### src/hdl/lpfd_pkg.sv
package lpfd_pkg;

	// Result kinds
	typedef enum logic [1:0] {
		KIND_PAYLOAD   = 2'd0,
		KIND_EMPTY     = 2'd1,
		KIND_BAD_SYNC  = 2'd2,
		KIND_BAD_VER   = 2'd3
	} kind_t;

	// Configuration register indexes
	localparam int unsigned CfgIndexWidth = 8;
	typedef logic [CfgIndexWidth-1:0] cfg_index_t;

	localparam cfg_index_t REG_SYNC_FIRST  = cfg_index_t'(0);
	localparam cfg_index_t REG_SYNC_SECOND = cfg_index_t'(1);
	localparam cfg_index_t REG_EXP_VERSION = cfg_index_t'(2);
	localparam cfg_index_t REG_MAJOR_MASK  = cfg_index_t'(3);

	// Register reset values
	localparam logic [7:0] SyncFirstReset  = 8'h00;
	localparam logic [7:0] SyncSecondReset = 8'h00;
	localparam logic [7:0] ExpVersionReset = 8'h00;
	localparam logic [7:0] MajorMaskReset  = 8'hFF;

endpackage

### src/hdl/length_prefixed_frame_deframer.sv
// Deframer for a sync/version/length-prefixed byte stream. Each accepted
// rx_byte advances a small header parser: two sync bytes, a version byte
// checked under major_mask, then a big-endian 16-bit length, after which that
// many bytes come out as kind 0 with last on the final one. A wrong sync or
// version byte comes out as an error kind carrying that byte and the parser
// resumes hunting; a zero length comes out as one empty-frame result. Header
// bytes that match give no result. The block takes one byte per clock: the
// parser state updates and the result loads into the output register in the
// same cycle, and in_ready is low only while that register holds a result
// that out_ready does not take. Write the configuration registers only while
// the stream is idle.
module length_prefixed_frame_deframer (
	input  logic                     clk,
	input  logic                     arst_n,
	// configuration
	input  logic                     cfg_valid,
	output logic                     cfg_ready,
	input  lpfd_pkg::cfg_index_t     cfg_index,
	input  logic [7:0]               cfg_data,
	// input stream
	input  logic                     in_valid,
	output logic                     in_ready,
	input  logic [7:0]               rx_byte,
	// results
	output logic                     out_valid,
	input  logic                     out_ready,
	output logic [1:0]               kind,
	output logic [7:0]               payload,
	output logic                     last
);
	import lpfd_pkg::*;

	typedef enum logic [2:0] {
		PH_HUNT  = 3'd0,
		PH_SYNC2 = 3'd1,
		PH_VER   = 3'd2,
		PH_LENHI = 3'd3,
		PH_LENLO = 3'd4,
		PH_DATA  = 3'd5
	} phase_t;

	logic [7:0]  sync_first_q;
	logic [7:0]  sync_second_q;
	logic [7:0]  exp_version_q;
	logic [7:0]  major_mask_q;

	phase_t      phase_q;
	phase_t      phase_d;
	logic [15:0] frame_len_q;
	logic [15:0] frame_len_d;
	logic [15:0] bytes_seen_q;
	logic [15:0] bytes_seen_d;

	logic        res_valid;
	kind_t       res_kind;
	logic [7:0]  res_payload;
	logic        res_last;
	logic [15:0] seen_inc;
	logic [15:0] len_full;

	logic        in_xfer;
	logic        out_valid_q;
	kind_t       kind_q;
	logic [7:0]  payload_q;
	logic        last_q;

	assign cfg_ready = 1'b1;
	assign in_ready  = !out_valid_q || out_ready;
	assign in_xfer   = in_valid && in_ready;

	assign out_valid = out_valid_q;
	assign kind      = kind_q;
	assign payload   = payload_q;
	assign last      = last_q;

	// Configuration writes; unknown indexes are dropped
	always_ff @(posedge clk or negedge arst_n) begin
		if (!arst_n) begin
			sync_first_q  <= SyncFirstReset;
			sync_second_q <= SyncSecondReset;
			exp_version_q <= ExpVersionReset;
			major_mask_q  <= MajorMaskReset;
		end else if (cfg_valid && cfg_ready) begin
			unique case (cfg_index)
				REG_SYNC_FIRST:  sync_first_q  <= cfg_data;
				REG_SYNC_SECOND: sync_second_q <= cfg_data;
				REG_EXP_VERSION: exp_version_q <= cfg_data;
				REG_MAJOR_MASK:  major_mask_q  <= cfg_data;
				default: ;
			endcase
		end
	end

	assign seen_inc = bytes_seen_q + 16'd1;
	assign len_full = {frame_len_q[15:8], rx_byte};

	// Parse one byte: next state and optional result
	always_comb begin
		phase_d      = phase_q;
		frame_len_d  = frame_len_q;
		bytes_seen_d = bytes_seen_q;
		res_valid    = 1'b0;
		res_kind     = KIND_PAYLOAD;
		res_payload  = rx_byte;
		res_last     = 1'b0;
		unique case (phase_q)
			PH_SYNC2: begin
				if (rx_byte == sync_second_q) begin
					phase_d = PH_VER;
				end else begin
					phase_d      = PH_HUNT;
					frame_len_d  = '0;
					bytes_seen_d = '0;
					res_valid    = 1'b1;
					res_kind     = KIND_BAD_SYNC;
				end
			end
			PH_VER: begin
				if ((rx_byte & major_mask_q) == (exp_version_q & major_mask_q)) begin
					phase_d = PH_LENHI;
				end else begin
					phase_d      = PH_HUNT;
					frame_len_d  = '0;
					bytes_seen_d = '0;
					res_valid    = 1'b1;
					res_kind     = KIND_BAD_VER;
				end
			end
			PH_LENHI: begin
				frame_len_d = {rx_byte, 8'h00};
				phase_d     = PH_LENLO;
			end
			PH_LENLO: begin
				bytes_seen_d = '0;
				if (len_full == 16'd0) begin
					phase_d     = PH_HUNT;
					frame_len_d = '0;
					res_valid   = 1'b1;
					res_kind    = KIND_EMPTY;
					res_payload = 8'h00;
				end else begin
					phase_d     = PH_DATA;
					frame_len_d = len_full;
				end
			end
			PH_DATA: begin
				res_valid    = 1'b1;
				res_kind     = KIND_PAYLOAD;
				bytes_seen_d = seen_inc;
				if (seen_inc >= frame_len_q) begin
					phase_d      = PH_HUNT;
					frame_len_d  = '0;
					bytes_seen_d = '0;
					res_last     = 1'b1;
				end
			end
			default: begin
				// hunting, including unused codes
				frame_len_d  = '0;
				bytes_seen_d = '0;
				if (rx_byte == sync_first_q) begin
					phase_d = PH_SYNC2;
				end else begin
					phase_d   = PH_HUNT;
					res_valid = 1'b1;
					res_kind  = KIND_BAD_SYNC;
				end
			end
		endcase
	end

	// Advance parser state on each input transfer
	always_ff @(posedge clk or negedge arst_n) begin
		if (!arst_n) begin
			phase_q      <= PH_HUNT;
			frame_len_q  <= '0;
			bytes_seen_q <= '0;
		end else if (in_xfer) begin
			phase_q      <= phase_d;
			frame_len_q  <= frame_len_d;
			bytes_seen_q <= bytes_seen_d;
		end
	end

	// Output register: load on input transfer, hold while stalled
	always_ff @(posedge clk or negedge arst_n) begin
		if (!arst_n) begin
			out_valid_q <= 1'b0;
		end else if (in_xfer) begin
			out_valid_q <= res_valid;
		end else if (out_ready) begin
			out_valid_q <= 1'b0;
		end
	end

	always_ff @(posedge clk) begin
		if (in_xfer && res_valid) begin
			kind_q    <= res_kind;
			payload_q <= res_payload;
			last_q    <= res_last;
		end
	end

	// Checks
	a_last_only_on_payload: assert property (@(posedge clk) disable iff (!arst_n)
		out_valid_q && last_q |-> kind_q == KIND_PAYLOAD)
		else $error("last set on a non-payload result");

	a_data_len_nonzero: assert property (@(posedge clk) disable iff (!arst_n)
		phase_q == PH_DATA |-> frame_len_q != 16'd0)
		else $error("payload phase with zero length");

	a_data_count_bound: assert property (@(posedge clk) disable iff (!arst_n)
		phase_q == PH_DATA |-> bytes_seen_q < frame_len_q)
		else $error("payload count reached frame length");

	a_last_returns_hunt: assert property (@(posedge clk) disable iff (!arst_n)
		in_xfer && res_valid && res_last |=> phase_q == PH_HUNT && bytes_seen_q == 16'd0)
		else $error("parser not hunting after last payload byte");

endmodule
### config.mk
export PLATFORM = sky130hd
export DESIGN_NAME = length_prefixed_frame_deframer
export DESIGN_NICKNAME = d
export VERILOG_FILES = /design/src/hdl/lpfd_pkg.sv /design/src/hdl/length_prefixed_frame_deframer.sv
export SDC_FILE = /design/constraint.sdc
export NUM_CORES = 1
export LEC_CHECK = 0
export BUFFER_PORTS_ARGS = -buffer_cell sky130_fd_sc_hd__buf_2
export CAP_MARGIN = 20
export CORE_ASPECT_RATIO = 0.6
export CORE_UTILIZATION = 35
export DETAILED_ROUTE_END_ITERATION = 8
export PLACE_DENSITY = 0.55
export SYNTH_ARGS = -nofsm -noshare
export SYNTH_HDL_FRONTEND = slang
export SYNTH_SLANG_ARGS = --single-unit
### constraint.sdc
create_clock -name clk -period 5 [get_ports clk]
set_input_delay 1 -clock clk [delete_from_list [all_inputs] [get_ports clk]]
set_output_delay 1 -clock clk [all_outputs]
set_load 0.02 [all_outputs]
==> impl_metrics.ini <==
[yosys]
synth_edf_count = 11
synth-compound-area-share_pct = 7.67
synthCells = 405
synthSimpleGateAreaFrac_pct = 15.6
synth_top_cell_by_area = dfrtp_1
ys_ff_latch = 79
synth-adder-area-share_pct = 4.88
ys.flop_type = dfrtp_1
avgSynthCellArea_um2 = 10.8
synthTopCellsByArea = dfrtp_1 (34%), mux2_2 (8.5%), edfxtp_1 (7.6%)
yosysWarnings = 0
syn_nets = 451
synthArstFlopShare_pct = 86.1
synth_top_family_by_area = simple AND/OR/NAND/NOR gates
synth_cell_types = 54
ys_seq_area_share_pct = 46.9
netlist.area_leader.share_pct = 34.5
netlist_area_um2 = 4360
synthMuxAreaShare_pct = 12.2
synth_xor_area_share_pct = 7.64

[placement]
hpwl_mm = 7.40
gp_congestion = 0.801
portBuffers = 41

[global_routing]
grt_start_max_net_pins = 44
overflow = 0
grt_pass1_vias = 2914
grt_use_total_pct = 16.8
antenna_found_initial = 0
grt_pass1_wl_mm = 16.2

[cells_and_area]
antennaDiodeCount = 0
drive_above_1_share_pct = 25.8
seq_area_um2 = 2040
nNetsFinal = 479
nFillCells = 1181
syn2layout_area_growth_pct = 15.8
multiInputGateArea_um2 = 2100

[worst_setup_path]
cp_top_family = simple AND/OR/NAND/NOR gates
worstPathCellList = ha_1 -> and3_1 -> nand3_2 -> nor3_1 -> and3_1 -> xnor2_1 -> inv_1 -> ha_1 -> nand4_1 -> a211oi_1 -> a32oi_1 -> nand4_1 -> buf_4 -> or3b_1 -> mux2i_1
path_max_fanout = 20
arrival_ns = 4.21
regToRegSetupSlack_ns = 0.99
slowest_delay_ns = 0.61
start_kind = flop
worstPathRequired_ns = 5.20
crit_type = reg2reg
cp-end-kind = flop
cp_slowest_cell = or3b_1
critPathBufInv = 2

[route]
num_vias = 3035
drtIter0Drc = 286
wl_per_cell_um = 16.4
viasPerCell = 5.03
dr.pass1.iters = 4
drc = 0
wirelength_mm = 9.91
drtAntennaViolNets = 0

[die]
design.die.area_um2 = 12900
die_h_um = 88.4
die_w_um = 146
coreArea_um2 = 12100
pin_count = 43
rows = 31
initial_core_util_pct = 36.0

[sta]
finClkSkew_ns = 0.00806
max_freq_mhz = 249
post-route-period-util_pct = 80.3
maxSlewHeadroom_pct = 46.9
fin_tns_setup_ns = 0
slew_viol_final = 0
period_minus_slack_ns = 4.01
setup_violations = 0
tightest_slew_ns = 0.794
hold_viol = 0
rsz0062_at_grt = no

[cts]
path_clk_slew_ns = 0.06
holdBufCountCts = 0
cts.repair.resized = 0
clk-insertion-delay-late_ns = 0.34
numClockSinks = 79
clockRootBuffer = clkbuf_16
cts_made_buffers = 9
clk_path_buf_depth = 2
post_cts_buffers = 0
htreeDepth = 3
cts_tree = done

[power_and_ir_drop]
powerDensity_nw_per_um2 = 444
design_power_total_mw = 2.24
power_leakage_nw = 2.27
vdd_drop_max_v = 0.000165

[min_path]
hold_class = reg2reg

[job]
cap_violations = 0

[outcome]
outcome = finished clean
## sequential cells by signal, indices dropped and copies added, names as in the netlist
register / count
last: 1
sync_second_q: 8
frame_len_q: 16
bytes_seen_q: 16
phase_q: 3
kind: 2
major_mask_q: 8
payload: 8
out_valid: 1
sync_first_q: 8
exp_version_q: 8
## logic make-up after synthesis
family,Yosys count
AND/OR/NAND/NOR,123
flip-flops,79
buffers and inverters,51
multiplexers,49
AO/OA/AOI/OAI,47
XOR/XNOR,38
adder cells (fa/ha/maj),17
other,1
## path summary, 6_finish.rpt
path	startpoint	to	cells past startpoint
max in group asynchronous	arst_n	major_mask_q[4]	3
setup / recovery	bytes_seen_q[0]	frame_len_q[2]	15
min in group asynchronous	arst_n	out_valid	1
hold reg to reg	frame_len_q[0]	frame_len_q[0]	2
setup reg to reg	bytes_seen_q[0]	frame_len_q[2]	15
hold / removal	frame_len_q[0]	frame_len_q[0]	2
## cell usage after synthesis, drive strengths merged (2+ instances only)
cell / instances
dfrtp: 60
nand2: 36
mux2: 33
inv: 21
xor2: 21
buf: 17
ha: 17
nor2: 17
xnor2: 17
mux2i: 16
clkbuf: 13
edfxtp: 11
nor3: 11
nand2b: 10
o21ai: 10
nor4: 9
a21oi: 8
dfstp: 8
nand3: 8
nand4: 8
a22o: 5
a22oi: 5
nor2b: 5
o21bai: 5
and2: 4
and3: 4
a221o: 3
nor3b: 3
and4: 2
o211ai: 2
o31ai: 2
## worst min-delay path, cell delays in order (launching register included)
cell and delay [ns]:
dfrtp_1 0.38, inv_1 0.05, mux2i_1 0.06
## per-layer routing
layer	track usage (%)	vias to the layer above	part of all wire (%)
met1	25.9	1487	56
met2	23.1	66	39
li1	-	1476	-
met4	3.98	0	0.61
met3	4.18	6	4.0
met5	0	-	0
## final cells by class
class | count | share of cell area (%)
repair buffers | 47 | 5.36
flip-flops and latches | 79 | 40.5
clock inverters | 7 | 2.38
well taps | 165 | 4.09
inverters | 21 | 1.56
clock buffers | 9 | 4.47
multi-input cells | 275 | 41.7
## power breakdown
| group | total (mW) | internal, mW | switching, mW |
|---|---|---|---|
| Clock | 0.760 | 0.489 | 0.270 |
| Combinational | 0.644 | 0.254 | 0.389 |
| Sequential | 0.837 | 0.767 | 0.0698 |
## placed cells by master, fill, tap and decap left out, types with 3 or more instances in the layout
cell type / count
a21oi_1: 8
ha_1: 17
bufinv_16: 3
buf_4: 5
nor3_1: 11
nor2_1: 15
mux2i_1: 16
and2_1: 4
dfstp_2: 8
nand2b_1: 10
buf_2: 41
edfxtp_1: 11
a221o_1: 3
xnor2_1: 17
xor2_1: 21
inv_1: 21
clkbuf_16: 9
nand4_1: 8
nor4_1: 8
dfrtp_1: 60
and3_1: 4
o21ai_0: 8
nor2b_1: 5
nand3_1: 7
mux2_2: 33
nand2_1: 36
o21bai_1: 5
a22oi_1: 5
a22o_1: 5
## per-stage QoR
| step | setup WS [ns] | cells | hold WS [ns] | utilization, % | instance area [um^2] |
|---|---|---|---|---|---|
| 2_1_floorplan | 1.74 | 405 | 0.489 | - | 4360 |
| 5_1_grt | 0.607 | 603 | 0.546 | 41.7 | 5040 |
| 4_1_cts | 0.853 | 601 | 0.527 | 41.4 | 5010 |
| 3_3_place_gp | 1.08 | 585 | 0.509 | 38.5 | 4660 |
| 6_report | 0.986 | 603 | 0.528 | 41.7 | 5040 |
| 3_5_place_dp | 0.889 | 585 | 0.505 | 38.5 | 4660 |
No activity file was read; power rests on OpenSTA's default activity.
